$ cat src/csoc_pkg.sv
// Shared constants and types of the column statistics block.
package csoc_pkg;

	localparam int CNT_W  = 11;
	localparam int THR_W  = 12;
	localparam int Q_W    = 32;
	localparam int CLS_W  = 2;
	localparam int STAT_W = 2;

	localparam logic [THR_W-1:0] THR_RESET = 12'd768;
	localparam int MIN_FOR_OUTLIERS = 3;

	localparam logic [CLS_W-1:0] CLS_FINITE = 2'd0;
	localparam logic [CLS_W-1:0] CLS_NAN    = 2'd1;
	localparam logic [CLS_W-1:0] CLS_INF    = 2'd2;
	localparam logic [CLS_W-1:0] CLS_UNUSED = 2'd3;

	localparam logic [STAT_W-1:0] STAT_OK     = 2'd0;
	localparam logic [STAT_W-1:0] STAT_NODATA = 2'd1;
	localparam logic [STAT_W-1:0] STAT_TRUNC  = 2'd2;

	typedef struct packed {
		logic rd_active;
		logic release_col;
	} back_stat_t;

endpackage

$ cat src/csoc_front.sv
// Front part: takes sample beats, counts by class, stores finite samples.
module csoc_front #(
	parameter int SB   = 24,
	parameter int MAXS = 1024,
	parameter int CW   = 11,
	parameter int SW   = 35,
	parameter int EW   = 128,
	parameter int IDW  = 24
) (
	input  logic                       clk,
	input  logic                       arst_n,
	input  logic                       s_tvalid,
	output logic                       s_tready,
	input  logic [IDW-1:0]             s_tdata,
	input  logic [csoc_pkg::CLS_W-1:0] s_tuser,
	input  logic                       s_tlast,
	input  logic                       release_col,
	input  logic                       fifo_full,
	output logic                       push,
	output logic [EW-1:0]              push_data,
	output logic                       ram_we,
	output logic [$clog2(MAXS)-1:0]    ram_waddr,
	output logic [SB-1:0]              ram_wdata
);

	localparam int AW = $clog2(MAXS);
	localparam logic signed [SB-1:0] MOST_POS = {1'b0, {(SB-1){1'b1}}};
	localparam logic signed [SB-1:0] MOST_NEG = {1'b1, {(SB-1){1'b0}}};

	logic [CW-1:0]        all_q, fin_q, nan_q, inf_q;
	logic signed [SW-1:0] sum_q;
	logic signed [SB-1:0] min_q, max_q;
	logic                 ovf_q, lock_q;

	logic [CW-1:0]        all_n, fin_n, nan_n, inf_n;
	logic signed [SW-1:0] sum_n;
	logic signed [SB-1:0] min_n, max_n, x;
	logic                 ovf_n, acc, room, finite;

	assign x        = s_tdata[SB-1:0];
	assign s_tready = !lock_q && !fifo_full;
	assign acc      = s_tvalid && s_tready;
	assign room     = all_q < CW'(MAXS);
	assign finite   = s_tuser == csoc_pkg::CLS_FINITE;

	always_comb begin
		all_n = all_q;
		fin_n = fin_q;
		nan_n = nan_q;
		inf_n = inf_q;
		sum_n = sum_q;
		min_n = min_q;
		max_n = max_q;
		ovf_n = ovf_q;
		if (acc) begin
			if (room) begin
				all_n = all_q + 1'b1;
				priority if (finite) begin
					fin_n = fin_q + 1'b1;
					sum_n = sum_q + SW'(x);
					min_n = (x < min_q) ? x : min_q;
					max_n = (x > max_q) ? x : max_q;
				end else if (s_tuser == csoc_pkg::CLS_INF) begin
					inf_n = inf_q + 1'b1;
				end else begin
					// The unused class code counts as not-a-number.
					nan_n = nan_q + 1'b1;
				end
			end else begin
				ovf_n = 1'b1;
			end
		end
	end

	assign ram_we    = acc && room && finite;
	assign ram_waddr = fin_q[AW-1:0];
	assign ram_wdata = x;
	assign push      = acc && s_tlast;
	assign push_data = {ovf_n, max_n, min_n, sum_n, inf_n, nan_n, fin_n, all_n};

	always_ff @(posedge clk or negedge arst_n) begin
		if (!arst_n) begin
			all_q  <= '0;
			fin_q  <= '0;
			nan_q  <= '0;
			inf_q  <= '0;
			sum_q  <= '0;
			min_q  <= MOST_POS;
			max_q  <= MOST_NEG;
			ovf_q  <= 1'b0;
			lock_q <= 1'b0;
		end else begin
			if (push) begin
				all_q  <= '0;
				fin_q  <= '0;
				nan_q  <= '0;
				inf_q  <= '0;
				sum_q  <= '0;
				min_q  <= MOST_POS;
				max_q  <= MOST_NEG;
				ovf_q  <= 1'b0;
				// The stored samples stay untouched until the back part has read them.
				lock_q <= 1'b1;
			end else if (acc) begin
				all_q <= all_n;
				fin_q <= fin_n;
				nan_q <= nan_n;
				inf_q <= inf_n;
				sum_q <= sum_n;
				min_q <= min_n;
				max_q <= max_n;
				ovf_q <= ovf_n;
			end
			if (release_col) begin
				lock_q <= 1'b0;
			end
		end
	end

endmodule

$ cat config.mk
export PLATFORM = sky130hd
export DESIGN_NAME = csoc_front
export DESIGN_NICKNAME = d
export VERILOG_FILES = /design/src/csoc_pkg.sv /design/src/csoc_front.sv
export SDC_FILE = /design/constraint.sdc
export NUM_CORES = 1
export LEC_CHECK = 0
export ABC_AREA = 1
export BUFFER_PORTS_ARGS = -buffer_cell sky130_fd_sc_hd__buf_4
export CORE_MARGIN = 3
export CORE_UTILIZATION = 40
export DETAILED_ROUTE_END_ITERATION = 8
export GPL_TIMING_DRIVEN = 0
export PLACE_DENSITY_LB_ADDON = 0.3
export SETUP_SLACK_MARGIN = 0.1
export SYNTH_ARGS = -nofsm -noshare
export SYNTH_HDL_FRONTEND = slang
export SYNTH_SLANG_ARGS = --single-unit
$ cat constraint.sdc
create_clock -name clk -period 5.4 [get_ports clk]
set_input_delay 0.27 -clock clk [delete_from_list [all_inputs] [get_ports clk]]
set_output_delay 0.27 -clock clk [all_outputs]
set_load 0.005 [all_outputs]
==> reports/qor.txt <==
Worst setup SP type: flop
Area grow syn2layout: 25.11%
Final TNS setup: 0 ns
Final hold vios: 0
GRT busiest layer: met2
Status: completed
Leakage: 7.410 nW
Req. time, crit path: 5.13 ns
Yosys top cell area share: 25.94%
Actual slew at the worst max-slew pin: 0.8737 ns
Die width: 165.1 um
Combinational Power Share: 41.8%
Switch Pwr: 1.666 mW
Critical path arrival: 3.07 ns
Pwr Total: 4.273 mW
Hold Crit Class: primary input to flop
Antenna Violating Nets Remaining: 0
Multi-input gate area: 5426 um^2
Register area: 3258 um^2
DR vias: 9958
Top cells by area, synth: dfrtp_1, nand2_1, ha_1
# diodes: 0
Clk Tree Root Cell: clkbuf_16
Starting Density: 41.17%
Die ar.: 27270 um^2
Unrepaired setup endpoints after global routing: no
# setup viols final: 0
Max VDD drop: 0.0001830 V
Sw frac: 38.99%
Slew HR: 41.75%
Post-synthesis sequential area ratio: 32.16%
Final min period: 3.342 ns
CP Max Fanout: 10
GRT met1 Usage: 32.44%
Largest buffer count on any clock path: 2
Post-Syn Nets: 1570
Router iterations before antenna repair: 6
Row Count: 57
Reg power frac: 29.4%
TritonCTS clock tree: built
Int Power: 2.607 mW
Highest Clock Rate: 299.2 MHz
Distinct cells, synth: 47
#FFs+latches synth: 129
Worst-Skew Late Latency: 0.42 ns
Die Ht: 165.1 um
Clk_skew: 0.008356 ns
Core ar.: 24600 um^2
Total wire length: 31710 um
Total GRT Usage: 23.65%
IO Count: 197
Met3 Usage GRT: 5.014%
Fill count: 2465
DRC viols: 0
Syn Area/Cell: 6.977 um^2
Fin. max-slew vios: 0
Total CTS buffers: 17
Clock power share: 28.8%
DRT iter0 DRCs: 665
WS Path Type: flop to primary output
Initial antenna violation count: 0
Final Cycle Share: 61.90%
GR Util met2: 38.02%
Hpwl dp: 24780 um
P per Cell Area: 337.1 nW/um^2
Post-synth EDFFs: 0
Ys flop type: dfrtp_1
Clock transition at the registers of the reported paths: 0.06 ns
Mapped cell area: 10130 um^2
Post-CTS setup buffer count: 0
First-pass GRT wire length: 50650 um
Number of global-route vias before repair: 9681
Post-synth ARST share: 100.0%
H-tree depth: 4
Setup crit end kind: primary output
Synth area leader: dfrtp_1
Detailed-route wire length per cell: 15.80 um
Clock sink total: 129
GP Congestion: 0.9275
Via density per instance: 4.962
Yosys warning count: 0
Post-synthesis cell count: 1452
PortBufs: 196
Max Cap Viol: 0
GRT overflow: 0
Layout cells sized above 1: 20.68%
Final nets: 1788
Largest net degree at the start of global routing: 87
-- critical path, stage by stage, from the launching register on --
cell	delay, ns
dfstp_2	0.53
inv_1	0.04
ha_1	0.28
a21oi_1	0.13
nor2_1	0.05
a211oi_1	0.20
nand2_1	0.12
nand2_1	0.11
nand2_1	0.05
nand2_1	0.20
clkbuf_1	0.41
nand4_1	0.20
nand2_1	0.19
buf_4	0.14
-- cells by family (layout without fill, tap and decap cells) --
kind of cell	count (synthesis)	in the layout	share of synthesized area [%]
flops	129	129	32.16
compound gates	151	151	8.312
buf+inv	341	572	14.28
fa+ha+maj	86	86	10.70
xor+xnor	48	48	4.150
simple gates	697	697	30.41
-- layout make-up --
type	count	share of cell area (%)
clock inverter	15	1.500
tap	324	3.198
timing repair buffer	199	12.01
multi-input combinational	982	42.81
sequential	129	25.71
clock buffer	17	3.356
inverter	269	7.976
buffer	72	3.435
-- stage by stage --
stage / hold WS, ns / cell area (um^2) / setup WS [ns] / cells / util (%)
2_1_floorplan: -0.02559 / 10130 / 3.097 / 1452 / -
3_3_place_gp: 0.4222 / 12010 / 2.543 / 1972 / 48.80
3_5_place_dp: 0.2319 / 12040 / 2.457 / 1973 / 48.93
4_1_cts: 0.1786 / 12670 / 2.059 / 2007 / 51.51
5_1_grt: 0.2084 / 12670 / 1.786 / 2007 / 51.51
6_report: 0.1971 / 12670 / 2.058 / 2007 / 51.51
-- per-layer routing --
layer	part of all wire, %	routed length (um)
met1	46	14550
met3	8.0	2528
met4	1.7	524
met2	45	14110
met5	0	0
-- cells in the mapped netlist, types with 3 or more instances --
cell / n
o21bai_1: 8
buf_4: 39
ha_1: 85
dfstp_2: 24
xor2_1: 27
o21a_1: 7
a21o_1: 8
clkbuf_1: 17
nor2_1: 172
or2_2: 19
a21oi_1: 71
nand4_1: 63
dfrtp_1: 105
o21ai_0: 26
nor3_2: 3
o21ai_1: 22
inv_1: 262
inv_2: 4
buf_2: 15
nand3_1: 88
nand2_1: 316
nor3_1: 15
xnor2_1: 21
-- sequential cells by signal, summed over array words and instances, names as in the netlist --
name / count
min_q: 24
inf_q: 11
ovf_q: 1
sum_q: 35
fin_q: 11
all_q: 11
lock_q: 1
max_q: 24
nan_q: 11
-- timing repair --
item,in CTS,in global routing
hold endpoints to repair,31,0
hold buffers,2,0
resized for setup,0,0
-- cells in the final DEF (no fill, tap or decap), types with 3 or more instances in the layout --
| cell | instances |
|---|---|
| o21bai_1 | 8 |
| buf_2 | 15 |
| clkbuf_1 | 17 |
| xor2_1 | 27 |
| ha_1 | 85 |
| or2_2 | 19 |
| dfrtp_1 | 105 |
| o21ai_1 | 22 |
| dfstp_2 | 24 |
| inv_6 | 7 |
| nand3_1 | 88 |
| inv_1 | 262 |
| nor3_1 | 15 |
| nor3_2 | 3 |
| inv_2 | 4 |
| nand2_1 | 316 |
| nor2_1 | 172 |
| nand4_1 | 63 |
| xnor2_1 | 21 |
| inv_8 | 4 |
| clkbuf_16 | 17 |
| a21o_1 | 8 |
| a21oi_1 | 71 |
| o21ai_0 | 26 |
| o21a_1 | 7 |
| buf_4 | 234 |
-- power groups by stage --
stage / Clock, mW / Sequential, mW / Combinational (mW)
2_1_floorplan: 0 / 1.24 / 1.09
3_3_place_gp: 0 / 1.27 / 1.75
3_5_place_dp: 0 / 1.27 / 1.78
4_1_cts: 1.25 / 1.26 / 1.80
5_1_grt: 1.29 / 1.28 / 2.04
6_report: 1.23 / 1.26 / 1.79
-- final timing paths --
kind                                  from            end  slack [ns]  depth (start not counted)
min in group asynchronous           arst_n      sum_q[29]        0.34                          2
worst min-delay path            s_tdata[0]       min_q[0]        0.20                          3
worst min register to register   min_q[17]      min_q[17]        0.50                          2
worst max-delay path              min_q[5]  push_data[92]        2.06                         13
max in group asynchronous           arst_n      min_q[13]        4.24                          3
worst max register to register      lock_q      sum_q[16]        2.86                          8
(Power assumes the default switching activity.)
