### config.mk
export PLATFORM = sky130hd
export DESIGN_NAME = csoc_back
export DESIGN_NICKNAME = d
export VERILOG_FILES = /design/src/csoc_pkg.sv /design/src/csoc_back.sv
export SDC_FILE = /design/constraint.sdc
export NUM_CORES = 2
export LEC_CHECK = 0
export ABC_AREA = 1
export BUFFER_PORTS_ARGS = -buffer_cell sky130_fd_sc_hd__buf_2
export CAP_MARGIN = 15
export CORE_MARGIN = 2
export CORE_UTILIZATION = 60
export DETAILED_ROUTE_END_ITERATION = 12
export PLACE_DENSITY = 0.75
export SYNTH_ARGS = -nofsm -noshare
export SYNTH_HDL_FRONTEND = slang
export SYNTH_SLANG_ARGS = --single-unit
### constraint.sdc
create_clock -name clk -period 14.7 [get_ports clk]
set_clock_uncertainty 0.05 [all_clocks]
set_input_delay 1.47 -clock clk [delete_from_list [all_inputs] [get_ports clk]]
set_output_delay 1.47 -clock clk [all_outputs]
set_load 0.02 [all_outputs]
### src/csoc_pkg.sv
// Shared constants and types of the column statistics block.
package csoc_pkg;

	localparam int CNT_W  = 11;
	localparam int THR_W  = 12;
	localparam int Q_W    = 32;
	localparam int CLS_W  = 2;
	localparam int STAT_W = 2;

	localparam logic [THR_W-1:0] THR_RESET = 12'd768;
	localparam int MIN_FOR_OUTLIERS = 3;

	localparam logic [CLS_W-1:0] CLS_FINITE = 2'd0;
	localparam logic [CLS_W-1:0] CLS_NAN    = 2'd1;
	localparam logic [CLS_W-1:0] CLS_INF    = 2'd2;
	localparam logic [CLS_W-1:0] CLS_UNUSED = 2'd3;

	localparam logic [STAT_W-1:0] STAT_OK     = 2'd0;
	localparam logic [STAT_W-1:0] STAT_NODATA = 2'd1;
	localparam logic [STAT_W-1:0] STAT_TRUNC  = 2'd2;

	typedef struct packed {
		logic rd_active;
		logic release_col;
	} back_stat_t;

endpackage

### src/csoc_back.sv
// Back part: mean, second passes, square root and outlier count per column.
module csoc_back #(
	parameter int SB   = 24,
	parameter int MAXS = 1024,
	parameter int CW   = 11,
	parameter int SW   = 35,
	parameter int EW   = 128,
	parameter int ODW  = 192
) (
	input  logic                        clk,
	input  logic                        arst_n,
	input  logic [csoc_pkg::THR_W-1:0]  thr,
	input  logic                        fifo_empty,
	input  logic [EW-1:0]               fifo_data,
	output logic                        fifo_pop,
	output logic [$clog2(MAXS)-1:0]     ram_raddr,
	input  logic [SB-1:0]               ram_rdata,
	output csoc_pkg::back_stat_t        stat,
	output logic                        m_tvalid,
	input  logic                        m_tready,
	output logic [ODW-1:0]              m_tdata,
	output logic [csoc_pkg::STAT_W-1:0] m_tuser
);

	localparam int AW   = $clog2(MAXS);
	localparam int MNW  = SB + 9;
	localparam int QW   = 2 * SB;
	localparam int S2W  = QW + CW;
	localparam int NW   = S2W + CW;
	localparam int RW   = (NW + 17) / 2;
	localparam int DWE  = 2 * RW;
	localparam int MW   = SW + 8;
	localparam int DVW  = (MW > RW) ? MW : RW;
	localparam int STW  = $clog2(DVW + 1);
	localparam int LW   = csoc_pkg::THR_W + csoc_pkg::Q_W;
	localparam int DEVW = SB + 10;
	localparam int CMPW = (DEVW + 8 > LW) ? DEVW + 8 : LW;

	localparam logic [3:0] ST_IDLE  = 4'd0;
	localparam logic [3:0] ST_DIVM  = 4'd1;
	localparam logic [3:0] ST_PASS1 = 4'd2;
	localparam logic [3:0] ST_MULN  = 4'd3;
	localparam logic [3:0] ST_MULS  = 4'd4;
	localparam logic [3:0] ST_SQRT  = 4'd5;
	localparam logic [3:0] ST_DIVS  = 4'd6;
	localparam logic [3:0] ST_LIM   = 4'd7;
	localparam logic [3:0] ST_PASS2 = 4'd8;
	localparam logic [3:0] ST_OUT   = 4'd9;

	logic [3:0]     st_q;
	logic [STW-1:0] step_q;
	logic           last_step;

	// Column summary taken from the queue.
	logic [CW-1:0]        all_c, fin_c, nan_c, inf_c;
	logic signed [SW-1:0] sum_c;
	logic signed [SB-1:0] min_c, max_c;
	logic                 ovf_c;
	logic [SW-1:0]        sum_mag;

	// Shared divider, multiplier and root registers.
	logic [DVW-1:0]        dq_q, dq_nx;
	logic [CW-1:0]         drem_q, drem_nx;
	logic [CW:0]           dtry;
	logic                  dge;
	logic [NW-1:0]         mcand_q, prod_q, prod_nx, ns2_q;
	logic [SW-1:0]         mplier_q;
	logic [DWE-1:0]        rad_q;
	logic [RW:0]           srem_q;
	logic [RW+2:0]         sacc, strial;
	logic                  sge;
	logic [RW-1:0]         root_q, root_nx;
	logic signed [MNW-1:0] mean_q;
	logic [csoc_pkg::Q_W-1:0] std_q;
	logic [LW-1:0]         lim_q;

	// Pass pipeline.
	logic [CW-1:0]         rd_cnt_q;
	logic                  issuing, pass_done, v1_q, v2_q;
	logic signed [SB-1:0]  xr;
	logic [SB-1:0]         xmag;
	logic [QW-1:0]         sq_s2;
	logic signed [DEVW-1:0] xs, diff;
	logic [DEVW-1:0]       dev_s2;
	logic [S2W-1:0]        s2_q;
	logic [CW-1:0]         outl_q;
	logic                  is_outl;

	logic out_load;
	logic [csoc_pkg::STAT_W-1:0] status;
	logic [SB-1:0] range_v;

	assign last_step = step_q == STW'(1);
	assign sum_mag   = sum_c[SW-1] ? SW'(-sum_c) : SW'(sum_c);

	// One restoring division step by the finite count.
	assign dtry    = {drem_q, dq_q[DVW-1]};
	assign dge     = dtry >= {1'b0, fin_c};
	assign drem_nx = dge ? CW'(dtry - {1'b0, fin_c}) : CW'(dtry);
	assign dq_nx   = {dq_q[DVW-2:0], dge};

	// One shift-and-add multiplication step.
	assign prod_nx = mplier_q[0] ? prod_q + mcand_q : prod_q;

	// One digit of the integer square root, two radicand bits per step.
	assign sacc    = {srem_q, rad_q[DWE-1 -: 2]};
	assign strial  = {1'b0, root_q, 2'b01};
	assign sge     = sacc >= strial;
	assign root_nx = {root_q[RW-2:0], sge};

	assign issuing   = (st_q == ST_PASS1 || st_q == ST_PASS2) && (rd_cnt_q < fin_c);
	assign pass_done = !issuing && !v1_q && !v2_q;
	assign ram_raddr = rd_cnt_q[AW-1:0];

	assign xr   = ram_rdata;
	assign xmag = xr[SB-1] ? SB'(~xr + 1'b1) : SB'(xr);
	assign xs   = DEVW'(xr) <<< 8;
	assign diff = xs - DEVW'(mean_q);
	assign is_outl = CMPW'({dev_s2, 8'b0}) > CMPW'(lim_q);

	assign fifo_pop = st_q == ST_IDLE && !fifo_empty;
	assign out_load = st_q == ST_OUT && (!m_tvalid || m_tready);

	assign stat.rd_active   = st_q == ST_PASS1 || st_q == ST_PASS2;
	assign stat.release_col = out_load;

	function automatic logic [SW-1:0] sum_mag_pop(input logic [EW-1:0] d);
		logic signed [SW-1:0] s;
		s = d[4*CW +: SW];
		return s[SW-1] ? SW'(-s) : SW'(s);
	endfunction

	always_ff @(posedge clk) begin
		if (fifo_pop) begin
			{ovf_c, max_c, min_c, sum_c, inf_c, nan_c, fin_c, all_c} <= fifo_data;
		end
		if (v1_q) begin
			sq_s2  <= xmag * xmag;
			dev_s2 <= diff[DEVW-1] ? DEVW'(-diff) : DEVW'(diff);
		end
		unique case (st_q)
			ST_IDLE: begin
				outl_q <= '0;
				drem_q <= '0;
				dq_q   <= DVW'({sum_mag_pop(fifo_data), 8'b0});
			end
			ST_DIVM: begin
				drem_q <= drem_nx;
				dq_q   <= dq_nx;
				if (last_step) begin
					mean_q   <= sum_c[SW-1] ? -MNW'(dq_nx) : MNW'(dq_nx);
					rd_cnt_q <= '0;
					s2_q     <= '0;
				end
			end
			ST_PASS1: begin
				if (issuing) begin
					rd_cnt_q <= rd_cnt_q + 1'b1;
				end
				if (v2_q) begin
					s2_q <= s2_q + S2W'(sq_s2);
				end
				if (pass_done) begin
					prod_q   <= '0;
					mcand_q  <= NW'(s2_q);
					mplier_q <= SW'(fin_c);
				end
			end
			ST_MULN, ST_MULS: begin
				if (last_step && st_q == ST_MULN) begin
					ns2_q    <= prod_nx;
					prod_q   <= '0;
					mcand_q  <= NW'(sum_mag);
					mplier_q <= sum_mag;
				end else begin
					prod_q   <= prod_nx;
					mcand_q  <= mcand_q << 1;
					mplier_q <= mplier_q >> 1;
				end
				if (last_step && st_q == ST_MULS) begin
					rad_q  <= DWE'({ns2_q - prod_nx, 16'b0});
					srem_q <= '0;
					root_q <= '0;
				end
			end
			ST_SQRT: begin
				rad_q  <= rad_q << 2;
				srem_q <= sge ? (RW+1)'(sacc - strial) : (RW+1)'(sacc);
				root_q <= root_nx;
				if (last_step) begin
					dq_q   <= DVW'(root_nx);
					drem_q <= '0;
				end
			end
			ST_DIVS: begin
				drem_q <= drem_nx;
				dq_q   <= dq_nx;
				if (last_step) begin
					std_q <= csoc_pkg::Q_W'(dq_nx);
				end
			end
			ST_LIM: begin
				lim_q    <= LW'(thr) * LW'(std_q);
				rd_cnt_q <= '0;
			end
			ST_PASS2: begin
				if (issuing) begin
					rd_cnt_q <= rd_cnt_q + 1'b1;
				end
				if (v2_q && is_outl) begin
					outl_q <= outl_q + 1'b1;
				end
			end
			ST_OUT: begin
			end
			default: begin
			end
		endcase
	end

	always_ff @(posedge clk or negedge arst_n) begin
		if (!arst_n) begin
			st_q   <= ST_IDLE;
			step_q <= '0;
			v1_q   <= 1'b0;
			v2_q   <= 1'b0;
		end else begin
			v1_q <= issuing;
			v2_q <= v1_q;
			unique case (st_q)
				ST_IDLE: begin
					if (fifo_pop) begin
						if (fifo_data[CW +: CW] == '0) begin
							st_q <= ST_OUT;
						end else begin
							st_q   <= ST_DIVM;
							step_q <= STW'(DVW);
						end
					end
				end
				ST_DIVM: begin
					step_q <= step_q - 1'b1;
					if (last_step) begin
						st_q <= ST_PASS1;
					end
				end
				ST_PASS1: begin
					if (pass_done) begin
						st_q   <= ST_MULN;
						step_q <= STW'(CW);
					end
				end
				ST_MULN: begin
					if (last_step) begin
						st_q   <= ST_MULS;
						step_q <= STW'(SW);
					end else begin
						step_q <= step_q - 1'b1;
					end
				end
				ST_MULS: begin
					if (last_step) begin
						st_q   <= ST_SQRT;
						step_q <= STW'(RW);
					end else begin
						step_q <= step_q - 1'b1;
					end
				end
				ST_SQRT: begin
					if (last_step) begin
						st_q   <= ST_DIVS;
						step_q <= STW'(DVW);
					end else begin
						step_q <= step_q - 1'b1;
					end
				end
				ST_DIVS: begin
					step_q <= step_q - 1'b1;
					if (last_step) begin
						st_q <= ST_LIM;
					end
				end
				ST_LIM: begin
					st_q <= (fin_c >= CW'(csoc_pkg::MIN_FOR_OUTLIERS)) ? ST_PASS2 : ST_OUT;
				end
				ST_PASS2: begin
					if (pass_done) begin
						st_q <= ST_OUT;
					end
				end
				ST_OUT: begin
					if (out_load) begin
						st_q <= ST_IDLE;
					end
				end
				default: begin
					st_q <= ST_IDLE;
				end
			endcase
		end
	end

	assign status = (fin_c == '0) ? csoc_pkg::STAT_NODATA :
		(ovf_c ? csoc_pkg::STAT_TRUNC : csoc_pkg::STAT_OK);
	assign range_v = SB'(max_c - min_c);

	always_ff @(posedge clk) begin
		if (out_load) begin
			m_tuser <= status;
			if (fin_c == '0) begin
				m_tdata <= ODW'({CW'(0), 1'b0, csoc_pkg::CNT_W'(0), {(3*SB){1'b0}},
					{(2*csoc_pkg::Q_W){1'b0}}, csoc_pkg::CNT_W'(inf_c),
					csoc_pkg::CNT_W'(nan_c), csoc_pkg::CNT_W'(fin_c),
					csoc_pkg::CNT_W'(all_c)}) ;
			end else begin
				m_tdata <= ODW'({outl_q != '0, csoc_pkg::CNT_W'(outl_q), range_v, max_c,
					min_c, std_q, csoc_pkg::Q_W'(mean_q), csoc_pkg::CNT_W'(inf_c),
					csoc_pkg::CNT_W'(nan_c), csoc_pkg::CNT_W'(fin_c),
					csoc_pkg::CNT_W'(all_c)});
			end
		end
	end

	always_ff @(posedge clk or negedge arst_n) begin
		if (!arst_n) begin
			m_tvalid <= 1'b0;
		end else if (out_load) begin
			m_tvalid <= 1'b1;
		end else if (m_tready) begin
			m_tvalid <= 1'b0;
		end
	end

endmodule

==> flow_metrics.tcl <==
set metrics [dict create \
    status "finished, final reports clean" \
    globalRouteTotalUtil_pct 35.88 \
    via_per_inst 5.758 \
    ant_nets 0 \
    synth_area_leaders "edfxtp_1 35%, fa_1 16%, nand2_1 8.4%" \
    start_util_pct 60.24 \
    leakage_nw 45.98 \
    synth_top_area_share_pct 34.55 \
    io_pins 376 \
    numCtsBuffers 117 \
    post_cts_buffers 0 \
    hold_viol_final 0 \
    syn2layout_area_growth_pct 8.714 \
    drv_cap 0 \
    synth_area_um2 91180 \
    insertion_delay_ps 770 \
    num-fill-cells 12780 \
    place.gp.congestion 1.003 \
    setup_viol 0 \
    coreArea_um2 151400 \
    synth_cell_type_count 74 \
    netlist_instances 10660 \
    intPower_mw 11.35 \
    critPathMaxStageDelay_ps 910 \
    first_global_vias 74940 \
    switchingPower_mw 10.76 \
    layout-drive-gt1-share_pct 7.242 \
    grt_max_degree 176 \
    overflow 0 \
    dpl.hpwl_um 223500 \
    synth_top_cell_by_area "edfxtp_1" \
    die_area_um2 155100 \
    slowest_stage "clkinv_1" \
    ctsHtreeMaxLevel 3 \
    yosysWarnings 0 \
    synthArstFlopShare_pct 1.224 \
    drt_first_pass_iters 8 \
    holdCritPathClass "reg -> reg" \
    crit_type "in -> reg" \
    die_w_um 393.8 \
    slew_viol_final 0 \
    arrival_ps 10990 \
    synth_edf_count 1049 \
    cts_hold_buffers 0 \
    dominantRegCellSynth "edfxtp_1" \
    yosysSeqAreaShare_pct 34.90 \
    antenna_found_initial 29 \
    cp-start-kind "primary input" \
    period_share_pct 71.96 \
    min_period_ps 10580 \
    rsz0062_at_grt "no" \
    wl_um 279100 \
    nets 12470 \
    cp.required_ps 15110 \
    cts_resized 0 \
    power_frac_comb_pct 67.8 \
    fin_setup_tns_ps 0 \
    avgSynthCellArea_um2 8.550 \
    first_iter_violations 7408 \
    cts_sinks 1062 \
    path_clk_slew_ps 60 \
    max_slew.worst_pin.slew_ps 1361 \
    wl_per_cell_um 21.27 \
    clock_path_buffers 3 \
    stdcell_count 13120 \
    ys_ff_latch 1062 \
    clock.fmax_mhz 94.54 \
    drc 0 \
    die_y_um 393.8 \
    grt_pass1_wl_um 430000 \
    dp.cells 12880 \
    pwr-share-clk_pct 14.0 \
    endpoint_kind "flop" \
    vias 75560 \
    powerDensity_nw_per_um2 223.1 \
    cts_tree "built" \
    numPortBuffers 375 \
    p_seq_share_pct 18.3 \
    num_rows 143 \
    cp_common_cell "inv_1" \
    ir_drop_uv 642.3 \
    path_max_fanout 20 \
    cts_root_buffer "clkbuf_16" \
    worst_slew_margin_rel_pct 8.320 \
    whs_ps 335.0 \
    switching_share_pct 48.68 \
]
[power by group through the flow]
stage | sequential (mW) | clock [mW] | combinational, mW
finish | 4.04 | 3.09 | 15.0
global route | 4.04 | 3.23 | 16.9
CTS | 4.04 | 3.12 | 14.9
detailed placement | 4.10 | 0 | 14.7
global placement | 4.10 | 0 | 14.6
floorplan | 4.11 | 0 | 10.9
[layout by cell type, fill, tap and decap left out, types with 19 or more instances in the layout]
cell,count
buf_2,375
o21ai_0,543
xor2_1,160
buf_4,43
clkbuf_16,118
nand2_1,2039
xnor2_1,131
ha_1,595
conb_1,19
or2_2,72
o211ai_1,32
clkinv_2,23
edfxtp_1,1049
nand2_2,25
a21o_1,48
inv_1,2008
nor2_1,1192
a21oi_1,749
a21boi_0,21
nand3_1,354
nor3_1,115
nand3b_1,33
o21a_1,38
a31oi_1,59
clkinv_1,29
nor4_1,36
fa_1,733
nand4_1,77
o21ai_1,28
o21bai_1,53
[synthesized netlist by cell type (10+ instances only)]
library cell,instances
a21boi_0,21
a21o_1,48
a21oi_1,752
a22o_1,14
a31oi_1,59
buf_1,20
buf_2,12
buf_4,12
clkbuf_1,197
clkinv_1,10
dfrtp_1,13
edfxtp_1,1049
fa_1,733
ha_1,595
inv_1,2008
inv_2,18
nand2_1,2040
nand2_2,24
nand3_1,354
nand3b_1,33
nand4_1,77
nor2_1,1199
nor2_2,17
nor2_4,10
nor3_1,116
nor3_2,10
nor4_1,37
o211ai_1,32
o21a_1,38
o21ai_0,543
o21ai_1,28
o21bai_1,53
o221ai_1,12
o31ai_1,14
or2_2,72
xnor2_1,131
xor2_1,160
[path summary, 6_finish.rpt]
path,from,end,slack (ps),depth (start not counted)
min,all_c[8],m_tdata[8],330,0
min in group asynchronous,arst_n,st_q[0],550,1
min reg2reg,all_c[8],m_tdata[8],330,0
max reg2reg,std_q[2],lim_q[43],7930,21
max,ram_rdata[0],sq_s2[45],4120,34
max in group asynchronous,arst_n,v1_q,13770,1
[critical path, delay by kind of cell]
kind                       cells  cell delay (ps)
buffers and inverters          9             2060
AOI/OAI and AO/OA              6             1320
xor gates and xnor gates       1              160
adders and majority gates      9             3820
and+or+nand+nor                9             2130
[sequential cells by signal (all words and copies together) (netlist names), 24 cells and up]
| register | flops |
|---|---|
| dev_s2 | 34 |
| rad_q | 70 |
| dq_q | 43 |
| m_tdata | 192 |
| max_c | 24 |
| srem_q | 44 |
| sq_s2 | 47 |
| mcand_q | 70 |
| s2_q | 59 |
| root_q | 43 |
| sum_c | 35 |
| min_c | 24 |
| mean_q | 33 |
| prod_q | 70 |
| std_q | 32 |
| mplier_q | 35 |
| lim_q | 44 |
| ns2_q | 70 |
[cell families (layout without fill, tap and decap cells)]
family | after synthesis | in the layout | share of synthesized area (%)
AOI/OAI and AO/OA | 1671 | 1671 | 10.15
other | 2 | 36 | 0.008236
buffers and inverters | 2282 | 2676 | 9.501
DFF | 1062 | 1062 | 34.90
adders and majority gates | 1328 | 1328 | 24.26
xor gates and xnor gates | 295 | 295 | 2.867
and+or+nand+nor | 4024 | 4024 | 18.31
[layout make-up]
| class | count | area [um2] | area share (%) |
|---|---|---|---|
| multi-input cells | 7337 | 50860 | 51.31 |
| inverters | 2036 | 7646 | 7.714 |
| well taps | 2030 | 2540 | 2.562 |
| clock inverters | 86 | 937.1 | 0.9454 |
| clock buffers | 134 | 3043 | 3.070 |
| repair buffers | 420 | 2227 | 2.247 |
| flip-flops and latches | 1062 | 31830 | 32.11 |
| diodes | 17 | 42.54 | 0.04292 |
[per-layer routing]
metal	GRT usage [%]	part of all wire [%]	vias up
li1	-	-	35020
met1	48.34	41	36580
met2	58.30	47	3291
met3	6.076	8.4	652
met4	13.86	4.3	16
met5	0	0.034	-
[metrics by stage]
step                instance area, um2  total power [mW]  utilization, %  setup slack (ps)
global route                     99120             24.16           65.48              3670
finish                           99130             22.11           65.49              4122
CTS                              99080             22.04           65.45              4443
detailed placement               95100             18.85           62.82              3671
floorplan                        91240             15.05               -              2664
global placement                 95100             18.68           62.82              3808
(Power assumes the default switching activity.)
