`src/csoc_fifo.sv`:
```
// Short queue of finished column summaries between front and back.
module csoc_fifo #(
	parameter int WIDTH = 8,
	parameter int DEPTH = 2
) (
	input  logic             clk,
	input  logic             arst_n,
	input  logic             push,
	input  logic [WIDTH-1:0] push_data,
	output logic             full,
	input  logic             pop,
	output logic [WIDTH-1:0] pop_data,
	output logic             empty
);

	localparam int PW = $clog2(DEPTH);
	localparam int CW = $clog2(DEPTH + 1);

	logic [WIDTH-1:0] mem_q [DEPTH];
	logic [PW-1:0]    wp_q, rp_q;
	logic [CW-1:0]    cnt_q;

	assign full     = cnt_q == CW'(DEPTH);
	assign empty    = cnt_q == '0;
	assign pop_data = mem_q[rp_q];

	always_ff @(posedge clk) begin
		if (push) begin
			mem_q[wp_q] <= push_data;
		end
	end

	always_ff @(posedge clk or negedge arst_n) begin
		if (!arst_n) begin
			wp_q  <= '0;
			rp_q  <= '0;
			cnt_q <= '0;
		end else begin
			if (push) begin
				wp_q <= (wp_q == PW'(DEPTH - 1)) ? '0 : wp_q + 1'b1;
			end
			if (pop) begin
				rp_q <= (rp_q == PW'(DEPTH - 1)) ? '0 : rp_q + 1'b1;
			end
			if (push && !pop) begin
				cnt_q <= cnt_q + 1'b1;
			end else if (pop && !push) begin
				cnt_q <= cnt_q - 1'b1;
			end
		end
	end

endmodule

```
`config.mk`:
```
export PLATFORM = sky130hd
export DESIGN_NAME = csoc_fifo
export DESIGN_NICKNAME = d
export VERILOG_FILES = /design/src/csoc_fifo.sv
export SDC_FILE = /design/constraint.sdc
export NUM_CORES = 1
export LEC_CHECK = 0
export BUFFER_PORTS_ARGS = -buffer_cell sky130_fd_sc_hd__buf_2
export CORE_UTILIZATION = 52
export DETAILED_ROUTE_END_ITERATION = 10
export PLACE_DENSITY = 0.87
export SYNTH_ARGS = -nofsm -noshare
export SYNTH_HDL_FRONTEND = slang
export SYNTH_SLANG_ARGS = --single-unit
```
`constraint.sdc`:
```
create_clock -name clk -period 3.6 [get_ports clk]
set_clock_uncertainty 0.1 [all_clocks]
set_input_delay 0.18 -clock clk [delete_from_list [all_inputs] [get_ports clk]]
set_output_delay 0.18 -clock clk [all_outputs]
set_load 0.01 [all_outputs]
```
==> qor.log, run 1 <==
qor: synth.ys.warnings.count 0
qor: cts.tritoncts_clock_tree yes
qor: die.top_level_ports 22
qor: global_route.maximum_number_of_pins_on_one_net_before_global_route_repair 12
qor: worst_setup_path.crit_path_cell_trace mux2_2 > buf_2
qor: final_layout.area_growth_syn_to_layout 31.0%
qor: final_layout.drive_gt1_share 44.0%
qor: synth.ys_top_cells_by_area sky130_fd_sc_hd__edfxtp_1, sky130_fd_sc_hd__dfrtp_1, sky130_fd_sc_hd__mux2_2
qor: final_layout.finish.utilization 75.7%
qor: cts.cts.root.buffer_cell sky130_fd_sc_hd__clkbuf_4
qor: die.die-width 40.5 um
qor: synth.synthesis.area_per_instance 18.8 um2
qor: synth.yosys.cell_count.top_type sky130_fd_sc_hd__edfxtp_1
qor: global_route.grt_util_all_layers 19.6%
qor: synth.netlist_area 771 um2
qor: cts.clkLatencyLatePin 0.29 ns
qor: worst_setup_path.end_kind output pin
qor: worst_setup_path.critPathMaxFanout 9
qor: pwr.power.static_leakage 0.000417 uW
qor: worst_setup_path.critical_path.startpoint_type flop
qor: sta.setup_viol 0
qor: worst_setup_path.timing.setup.critical_path_class flop to output pin
qor: die.start_util 57.8%
qor: placement.gpl.final_weighted_congestion 0.661
qor: route.detail-route-antenna-nets 0
qor: final_layout.fill_cells 84
qor: synth.dominantRegCellSynth sky130_fd_sc_hd__edfxtp_1
qor: pwr.vdd.ir_drop.worst 0.401 mV
qor: sta.maxClockFrequency 0.598 GHz
qor: die.dieArea 1640 um2
qor: worst_setup_path.worst_path_max_stage_delay 0.59 ns
qor: synth.synthCells 41
qor: sta.grt_setup_unrepaired no
qor: cts.htreeDepth 1
qor: synth.synth_largest_type_area_fraction 62.3%
qor: sta.layout_min_cycle_time 1.67 ns
qor: die.die-height 40.5 um
qor: sta.postLayoutSetupSlackWorst 1.93 ns
qor: placement.post_dp_cell_area 883 um2
qor: route.num_vias 457
qor: synth.synth.cells.most_frequent sky130_fd_sc_hd__edfxtp_1, sky130_fd_sc_hd__mux2_2, sky130_fd_sc_hd__dfrtp_1, sky130_fd_sc_hd__xor2_1, sky130_fd_sc_hd__nor2_1
qor: sta.finalMaxSlewViolations 0
qor: route.route.detailed.drc 0
qor: sta.maxSlewHeadroom 57.1%
qor: route.via_per_inst 5.08
qor: sta.fin_tns_setup 0 ns
qor: die.core_area 1330 um2
qor: job.timing.max_cap.violations 0
qor: synth.synth_cell_types 12
qor: die.fp-row-count 13
qor: placement.place.port_buffers 21
qor: route.initialDrtViolationCount 3
qor: final_layout.antennaDiodeCount 0
qor: sta.max_slew.worst_pin.slew 0.643 ns
qor: worst_setup_path.worst-endpoint-arrival 1.39 ns
qor: global_route.antenna_found_initial 0
qor: route.number_of_detailed_route_iterations_in_the_first_pass 2
qor: synth.edff_count_synth 16
qor: sta.final_hold_viol_count 0
qor: placement.pre_cts_slack 2.21 ns
qor: synth.synth.yosys.seq_area_share 75.3%
qor: synth.synth.largest_area_cell sky130_fd_sc_hd__edfxtp_1
qor: cts.total_clock_sinks 20
qor: pwr.cellPowerDensity 651 nW/um2
qor: worst_setup_path.worstPathRequired 3.32 ns
qor: cts.worst_setup_hold_path_clk_slew 0.10 ns
qor: synth.ys_seq_elements 20
qor: cts.cts-buffers-inserted 3
qor: global_route.grt_pass1_wl 1.94 mm
qor: cts.cts_resized 0
qor: route.post_drt_wl_per_cell 14.3 um
qor: sta.layout_worst_path_cycle_share 46.5%
qor: global_route.grt_pass1_vias 448
qor: cts.clock_tree.buffer_depth 2
qor: hold_path.class_of_the_most_critical_hold_timing_path primary input to flop
qor: synth.postSynth.asyncResetShare 20.0%
qor: final_layout.design.final.nets 89
qor: outcome.status finished clean
qor: worst_setup_path.cp_slowest_cell sky130_fd_sc_hd__dfrtp_1
qor: route.wirelength 1.29 mm
qor: global_route.globalRouteOverflowTotal 0
qor: synth.syn_nets 54
qor: placement.detailed_place_hpwl 900 um
qor: final_layout.final_cell_area 1010 um2
[routing by layer]
metal | track usage [%] | wire length [um] | vias up
met5 | 0 | 0 | -
met4 | 10.0 | 10 | 0
met3 | 3.33 | 42 | 2
met2 | 33.7 | 681 | 12
met1 | 23.2 | 555 | 227
li1 | - | - | 216
[cells in the final DEF (no fill, tap or decap), drive strengths merged]
cell type,instances
and2,1
nor2,2
dfrtp,4
xnor2,1
clkbuf,3
mux2,8
dlygate4sd3,10
edfxtp,16
xor2,4
nor2b,1
ha,1
inv,1
and2b,1
clkinv,1
buf,21
[where the power goes]
group,internal (uW),switching [uW],total [uW]
logic,108,85.8,194
clock network,40.3,62.1,102
registers,314,46.1,361
total,463,194,657
[state kept, by name (all words and copies together), names as in the netlist]
name and count:
rp_q 1, wp_q 1, cnt_q 2, mem_q 16
[path summary, 6_finish.rpt]
check                                startpoint               endpoint  slack (ns)  cells past startpoint
max reg2reg                    wp_q$_DFFE_PN0P_  mem_q[0][5]$_DFFE_PP_        2.20                      1
min reg2reg                cnt_q[1]$_DFFE_PN0P_   cnt_q[1]$_DFFE_PN0P_        0.40                      1
min in group asynchronous                arst_n       wp_q$_DFFE_PN0P_        0.10                      2
min                                        push       wp_q$_DFFE_PN0P_       0.005                      2
max                            rp_q$_DFFE_PN0P_            pop_data[4]        1.93                      2
max in group asynchronous                arst_n   cnt_q[0]$_DFFE_PN0P_        3.18                      2
[cells by family after synthesis]
kind of cell | share of synthesized area [%]
fa+ha+maj | 1.62
xor+xnor | 5.68
buf+inv | 1.95
flops | 75.3
simple gates | 3.74
mux | 11.7
[final cells by class]
type / count / area [um2] / share of cell area, %
clock buffer: 3 / 22.5 / 2.23
sequential: 20 / 581 / 57.5
inverter: 1 / 3.75 / 0.372
tap: 15 / 18.8 / 1.86
clock inverter: 1 / 3.75 / 0.372
timing repair buffer: 31 / 205 / 20.3
multi-input combinational: 19 / 175 / 17.3
[critical path, delay by kind of cell, from the launching register on]
| family | cells | cell delay [ns] |
|---|---|---|
| muxes | 1 | 0.38 |
| buffers and inverters | 1 | 0.14 |
| DFF | 1 | 0.59 |
[stage by stage]
step	total power, uW	hold WS [ns]	std cells
2_1_floorplan	491	-0.216	41
3_3_place_gp	544	-0.110	76
3_5_place_dp	556	-0.110	76
4_1_cts	666	0.000875	90
5_1_grt	698	0.00984	90
6_report	657	0.00482	90
[timing repair]
item,4_1_cts,5_1_grt
endpoints found under the hold margin,21,0
hold buffers,10,0
buffers inserted,0,0
Power figures use the tool's default switching activity.
==> run 2, diff against run 1 <==
CORE_UTILIZATION = 48   (was 52)
PLACE_DENSITY = 0.82   (was 0.87)
clock period = 1.7 ns   (was 3.6 ns; I/O delays follow)
==> run 2 against run 1 <==
  * Critical path depth unchanged
  * Combinational power is 120% higher
  * First-iteration DRC count is the same
  * Via count down 1.3%
  * Clock-buffer cell count unchanged
  * Hold slack improved by 0.025 ns
  * Register-to-register slack got worse by 1.7 ns
  * Power up 110%
  * Non-clock buffer count rose by 2
  * Clock power is 120% higher
  * Cell area up 1.9%
  * Critical path type unchanged
  * Highest routed layer unchanged
==> qor.log, run 2 (synthesis results as in run 1) <==
qor: global_route.maximum_number_of_pins_on_one_net_before_global_route_repair 12
qor: placement.post-place-cells 78
qor: placement.place.port_buffers 21
qor: cts.cts_hold_buffers 11
qor: final_layout.largest_registers mem_q (16), cnt_q (2)
qor: worst_setup_path.cp_num_buf_inv 1
qor: pwr.cellPowerDensity 1360 nW/um2
qor: global_route.globalRouteOverflowTotal 0
qor: sta.grt_setup_unrepaired no
qor: worst_setup_path.crit_path_cell_trace mux2_2 > buf_2
qor: die.core_area 1510 um2
qor: route.top_layer met4
qor: route.post_drt_wl_per_cell 12.1 um
qor: worst_setup_path.critical-path-top-delay-family flip-flops
qor: die.die-width 42.1 um
qor: sta.maxClockFrequency 0.637 GHz
qor: final_layout.area_growth_syn_to_layout 33.4%
qor: worst_setup_path.cp_slowest_cell sky130_fd_sc_hd__dfrtp_1
qor: route.num_vias 451
qor: cts.clock_tree.buffer_depth 2
qor: final_layout.fill_cells 115
qor: job.timing.max_cap.violations 0
qor: die.start_util 51.2%
qor: die.dieArea 1770 um2
qor: final_layout.post_layout_nonfiller_instances 93
qor: die.fp-row-count 14
qor: route.wl_met1 496 um
qor: worst_setup_path.worstPathRequired 1.51 ns
qor: final_layout.final_cell_area 1030 um2
qor: placement.post_dp_cell_area 892 um2
qor: global_route.grt_util_all_layers 14.5%
qor: route.route.detailed.drc 0
qor: route.wirelength 1.12 mm
qor: worst_setup_path.timing.setup.critical_path_class flop to output pin
qor: die.die-height 42.1 um
qor: sta.layout_worst_path_cycle_share 92.4%
qor: sta.setup_viol 0
qor: pwr.power.static_leakage 0.000427 uW
qor: worst_setup_path.worst-endpoint-arrival 1.39 ns
qor: global_route.grt_pass1_vias 439
qor: final_layout.largest_reg_flops 16
qor: final_layout.antennaDiodeCount 0
qor: route.number_of_detailed_route_iterations_in_the_first_pass 2
qor: pwr.vdd.ir_drop.worst 0.756 mV
qor: final_layout.largest_register mem_q
qor: worst_setup_path.critPathMaxFanout 9
qor: sta.maxSlewHeadroom 75.4%
qor: cts.worst_setup_hold_path_clk_slew 0.10 ns
qor: placement.detailed_place_hpwl 719 um
qor: cts.cts.root.buffer_cell sky130_fd_sc_hd__clkbuf_4
qor: outcome.status finished clean
qor: sta.worst_hold_margin 0.0303 ns
qor: die.top_level_ports 22
qor: pwr.post-layout-total-power 1400 uW
qor: route.dr_wl_met2 545 um
qor: placement.gpl.final_weighted_congestion 0.748
qor: final_layout.final_cell_mix sky130_fd_sc_hd__buf_2, sky130_fd_sc_hd__edfxtp_1, sky130_fd_sc_hd__dlygate4sd3_1
qor: hold_path.class_of_the_most_critical_hold_timing_path primary input to async pin
qor: cts.postCtsSetupRepairBufs 0
qor: final_layout.layout_commonest_cell sky130_fd_sc_hd__buf_2
qor: cts.clkLatencyLatePin 0.29 ns
qor: cts.tritoncts_clock_tree yes
qor: sta.fin_tns_setup 0 ns
qor: final_layout.drive_gt1_share 44.2%
qor: route.detail-route-antenna-nets 0
qor: final_layout.design.final.nets 91
qor: worst_setup_path.worst_path_max_stage_delay 0.58 ns
qor: sta.final_hold_viol_count 0
qor: route.via_per_inst 4.85
qor: global_route.antenna_found_initial 0
qor: sta.layout_min_cycle_time 1.57 ns
qor: worst_setup_path.end_kind output pin
qor: worst_setup_path.critical_path.startpoint_type flop
qor: cts.total_clock_sinks 20
qor: global_route.grt_pass1_wl 1.81 mm
qor: route.initialDrtViolationCount 3
qor: cts.cts_resized 0
qor: sta.max_slew.worst_pin.slew 0.369 ns
qor: cts.cts-buffers-inserted 3
qor: cts.htreeDepth 1
qor: route.dr_wl_met3 41 um
qor: sta.finalMaxSlewViolations 0
## run 2: cell types whose count changed in the layout (fill, tap and decap cells not counted)
| cell | previous run | this run |
|---|---|---|
| sky130_fd_sc_hd__buf_4 | 0 | 1 |
| sky130_fd_sc_hd__dlygate4sd3_1 | 10 | 11 |
## run 2: metal layers
metal,track usage [%],vias to the layer above
li1,-,221
met1,17.9,208
met2,23.4,17
met3,1.29,5
met4,11.3,0
met5,0,-
## run 2: area by class of cell
class	count	area, um2	share of cell area (%)
Clock buffer	3	22.5	2.19
Clock inverter	1	3.75	0.365
Inverter	1	3.75	0.365
Multi-Input combinational cell	19	175	17.0
Sequential cell	20	581	56.4
Tap cell	16	20.0	1.95
Timing Repair Buffer	33	223	21.7
## run 2: where the power goes
group          total (uW)  internal, uW  switching, uW
clock network         221          85.6            136
logic                 422           239            184
registers             754           665           88.9
## run 2: worst paths after layout
| check | end | slack [ns] | cells after the start | from |
|---|---|---|---|---|
| max | pop_data[4] | 0.13 | 2 | rp_q$_DFFE_PN0P_ |
| min | cnt_q[0]$_DFFE_PN0P_ | 0.03 | 2 | arst_n |
| max reg2reg | mem_q[1][5]$_DFFE_PP_ | 0.53 | 1 | wp_q$_DFFE_PN0P_ |
| min reg2reg | wp_q$_DFFE_PN0P_ | 0.39 | 1 | wp_q$_DFFE_PN0P_ |
| max in group asynchronous | cnt_q[1]$_DFFE_PN0P_ | 1.35 | 2 | arst_n |
| min in group clk | wp_q$_DFFE_PN0P_ | 0.39 | 1 | wp_q$_DFFE_PN0P_ |
## run 2: per-stage QoR
| step | util, % | setup WS, ns |
|---|---|---|
| 6_report | 68.3 | 0.129 |
| 5_1_grt | 68.3 | 0.0483 |
| 4_1_cts | 68.3 | 0.101 |
| 2_1_floorplan | - | 0.438 |
| 3_3_place_gp | 59.2 | 0.449 |
| 3_5_place_dp | 59.2 | 0.446 |
==> run 3, diff against run 2 <==
CORE_UTILIZATION = 52   (was 48)
CTS_BUF_LIST = sky130_fd_sc_hd__clkbuf_8   (was not set)
PLACE_DENSITY = 0.87   (was 0.82)
==> run 3 against run 2 <==
  * Core utilization is 11 points higher
  * First-iteration DRC count did not move
  * Sequential share of layout area fell by 1.9 points
  * Largest power group unchanged
  * Worst setup slack better by 0.026 ns
  * Die area decreased by 7.3%
  * Power rose by 11%
  * Non-clock buffer count grew 1
  * Clock power increased by 61%
  * Wire length increased by 21%
  * Critical path depth is the same
  * Via count is 4.0% higher
==> qor.log, run 3 (synthesis results as in run 1) <==
qor: outcome.status finished clean
qor: sta.maxClockFrequency 0.648 GHz
qor: final_layout.final_cell_mix sky130_fd_sc_hd__buf_2, sky130_fd_sc_hd__edfxtp_1, sky130_fd_sc_hd__dlygate4sd3_1
qor: final_layout.antennaDiodeCount 0
qor: placement.gpl.final_weighted_congestion 0.640
qor: sta.final_hold_viol_count 0
qor: sta.layout_min_cycle_time 1.54 ns
qor: worst_setup_path.timing.setup.critical_path_class flop to output pin
qor: placement.pre_cts_slack 0.415 ns
qor: die.die-width 40.5 um
qor: cts.tritoncts_clock_tree yes
qor: worst_setup_path.critical_path.reg2reg.startpoint wp_q$_DFFE_PN0P_
qor: final_layout.area_growth_syn_to_layout 38.0%
qor: worst_setup_path.crit_path_start rp_q$_DFFE_PN0P_
qor: final_layout.largest_register mem_q
qor: die.die-height 40.5 um
qor: job.timing.max_cap.violations 0
qor: worst_setup_path.end_kind output pin
qor: route.detail-route-antenna-nets 0
qor: hold_path.class_of_the_most_critical_hold_timing_path primary input to async pin
qor: final_layout.largest_registers mem_q (16), cnt_q (2)
qor: cts.postCtsSetupRepairBufs 0
qor: worst_setup_path.crit_path_cell_trace mux2_2 > buf_2
qor: cts.clkLatencyLatePin 0.25 ns
qor: worst_setup_path.worstPathRequired 1.51 ns
qor: pwr.power.static_leakage 0.000445 uW
qor: die.fp-row-count 13
qor: final_layout.layout_commonest_cell sky130_fd_sc_hd__buf_2
qor: pwr.cellPowerDensity 1460 nW/um2
qor: placement.detailed_place_hpwl 896 um
qor: die.core_area 1330 um2
qor: route.num_vias 469
qor: worst_setup_path.critPathMaxFanout 9
qor: die.dieArea 1640 um2
qor: global_route.grt_pass1_wl 2.24 mm
qor: sta.setup_viol 0
qor: global_route.grt_pass1_vias 483
qor: final_layout.largest_reg_flops 16
qor: route.route.detailed.drc 0
qor: sta.maxSlewHeadroom 74.6%
qor: sta.max_slew.worst_pin.slew 0.381 ns
qor: route.initialDrtViolationCount 3
qor: sta.worst_hold_margin 0.0834 ns
qor: route.post_drt_wl_per_cell 14.7 um
qor: die.top_level_ports 22
qor: cts.total_clock_sinks 20
qor: global_route.globalRouteOverflowTotal 0
qor: pwr.vdd.ir_drop.worst 0.955 mV
qor: final_layout.drive_gt1_share 46.2%
qor: cts.cts_resized 0
qor: cts.cts_hold_buffers 11
qor: cts.clock_tree.buffer_depth 2
qor: cts.worst_setup_hold_path_clk_slew 0.07 ns
qor: die.start_util 57.8%
qor: global_route.maximum_number_of_pins_on_one_net_before_global_route_repair 12
qor: final_layout.design.final.nets 92
qor: worst_setup_path.worst-endpoint-arrival 1.36 ns
qor: route.wirelength 1.36 mm
qor: cts.cts.root.buffer_cell sky130_fd_sc_hd__clkbuf_8
qor: worst_setup_path.cp_slowest_cell sky130_fd_sc_hd__dfrtp_1
qor: sta.layout_worst_path_cycle_share 90.8%
qor: sta.postLayoutSetupSlackWorst 0.156 ns
qor: worst_setup_path.worst_path_max_stage_delay 0.57 ns
qor: cts.cts-buffers-inserted 3
qor: global_route.grt_util_all_layers 21.5%
qor: cts.htreeDepth 1
qor: route.number_of_detailed_route_iterations_in_the_first_pass 2
qor: sta.finalMaxSlewViolations 0
qor: route.via_per_inst 5.04
qor: sta.grt_setup_unrepaired no
qor: global_route.antenna_found_initial 0
qor: sta.fin_tns_setup 0 ns
qor: placement.place.port_buffers 21
qor: worst_setup_path.critical_path.startpoint_type flop
==> run 3: area by class of cell <==
type,instances,area [um2]
well taps,15,18.8
fillers,79,270
flip-flops and latches,20,581
inverters,1,3.75
repair buffers,34,230
multi-input cells,19,175
clock buffers,4,55.1
==> run 3: metrics by stage <==
step           area (um2)  std cells  total power, uW  utilization, %
3_5_place_dp          898         78             1200            67.4
2_1_floorplan         771         41             1040               -
5_1_grt              1060         93             1640            79.7
6_report             1060         93             1560            79.7
3_3_place_gp          898         78             1170            67.4
4_1_cts              1060         93             1570            79.7
==> run 3: power breakdown <==
| group | total, uW | leakage [uW] | internal [uW] | switching, uW |
|---|---|---|---|---|
| Sequential | 765 | 0.000197 | 666 | 98.8 |
| Clock | 355 | 0.0000288 | 206 | 149 |
| Combinational | 438 | 0.000220 | 246 | 191 |
==> run 3: worst paths after layout <==
kind / end / slack [ns] / cells after the start
max: pop_data[0] / 0.16 / 2
min: cnt_q[0]$_DFFE_PN0P_ / 0.08 / 2
max reg2reg: mem_q[0][5]$_DFFE_PP_ / 0.42 / 2
min reg2reg: wp_q$_DFFE_PN0P_ / 0.40 / 1
max in group asynchronous: cnt_q[1]$_DFFE_PN0P_ / 1.29 / 2
min in group clk: wp_q$_DFFE_PN0P_ / 0.40 / 1
==> run 3: routing by layer <==
metal,vias up,routed length [um],track usage [%]
met3,2,42,5.00
met1,232,629,27.9
met4,0,13,7.50
li1,221,-,-
met2,14,677,35.3
met5,-,0,0
==> run 3: critical path, delay by kind of cell (launching register included) <==
family,cells,cell delay [ns]
buffers and inverters,1,0.14
DFF,1,0.57
muxes,1,0.39
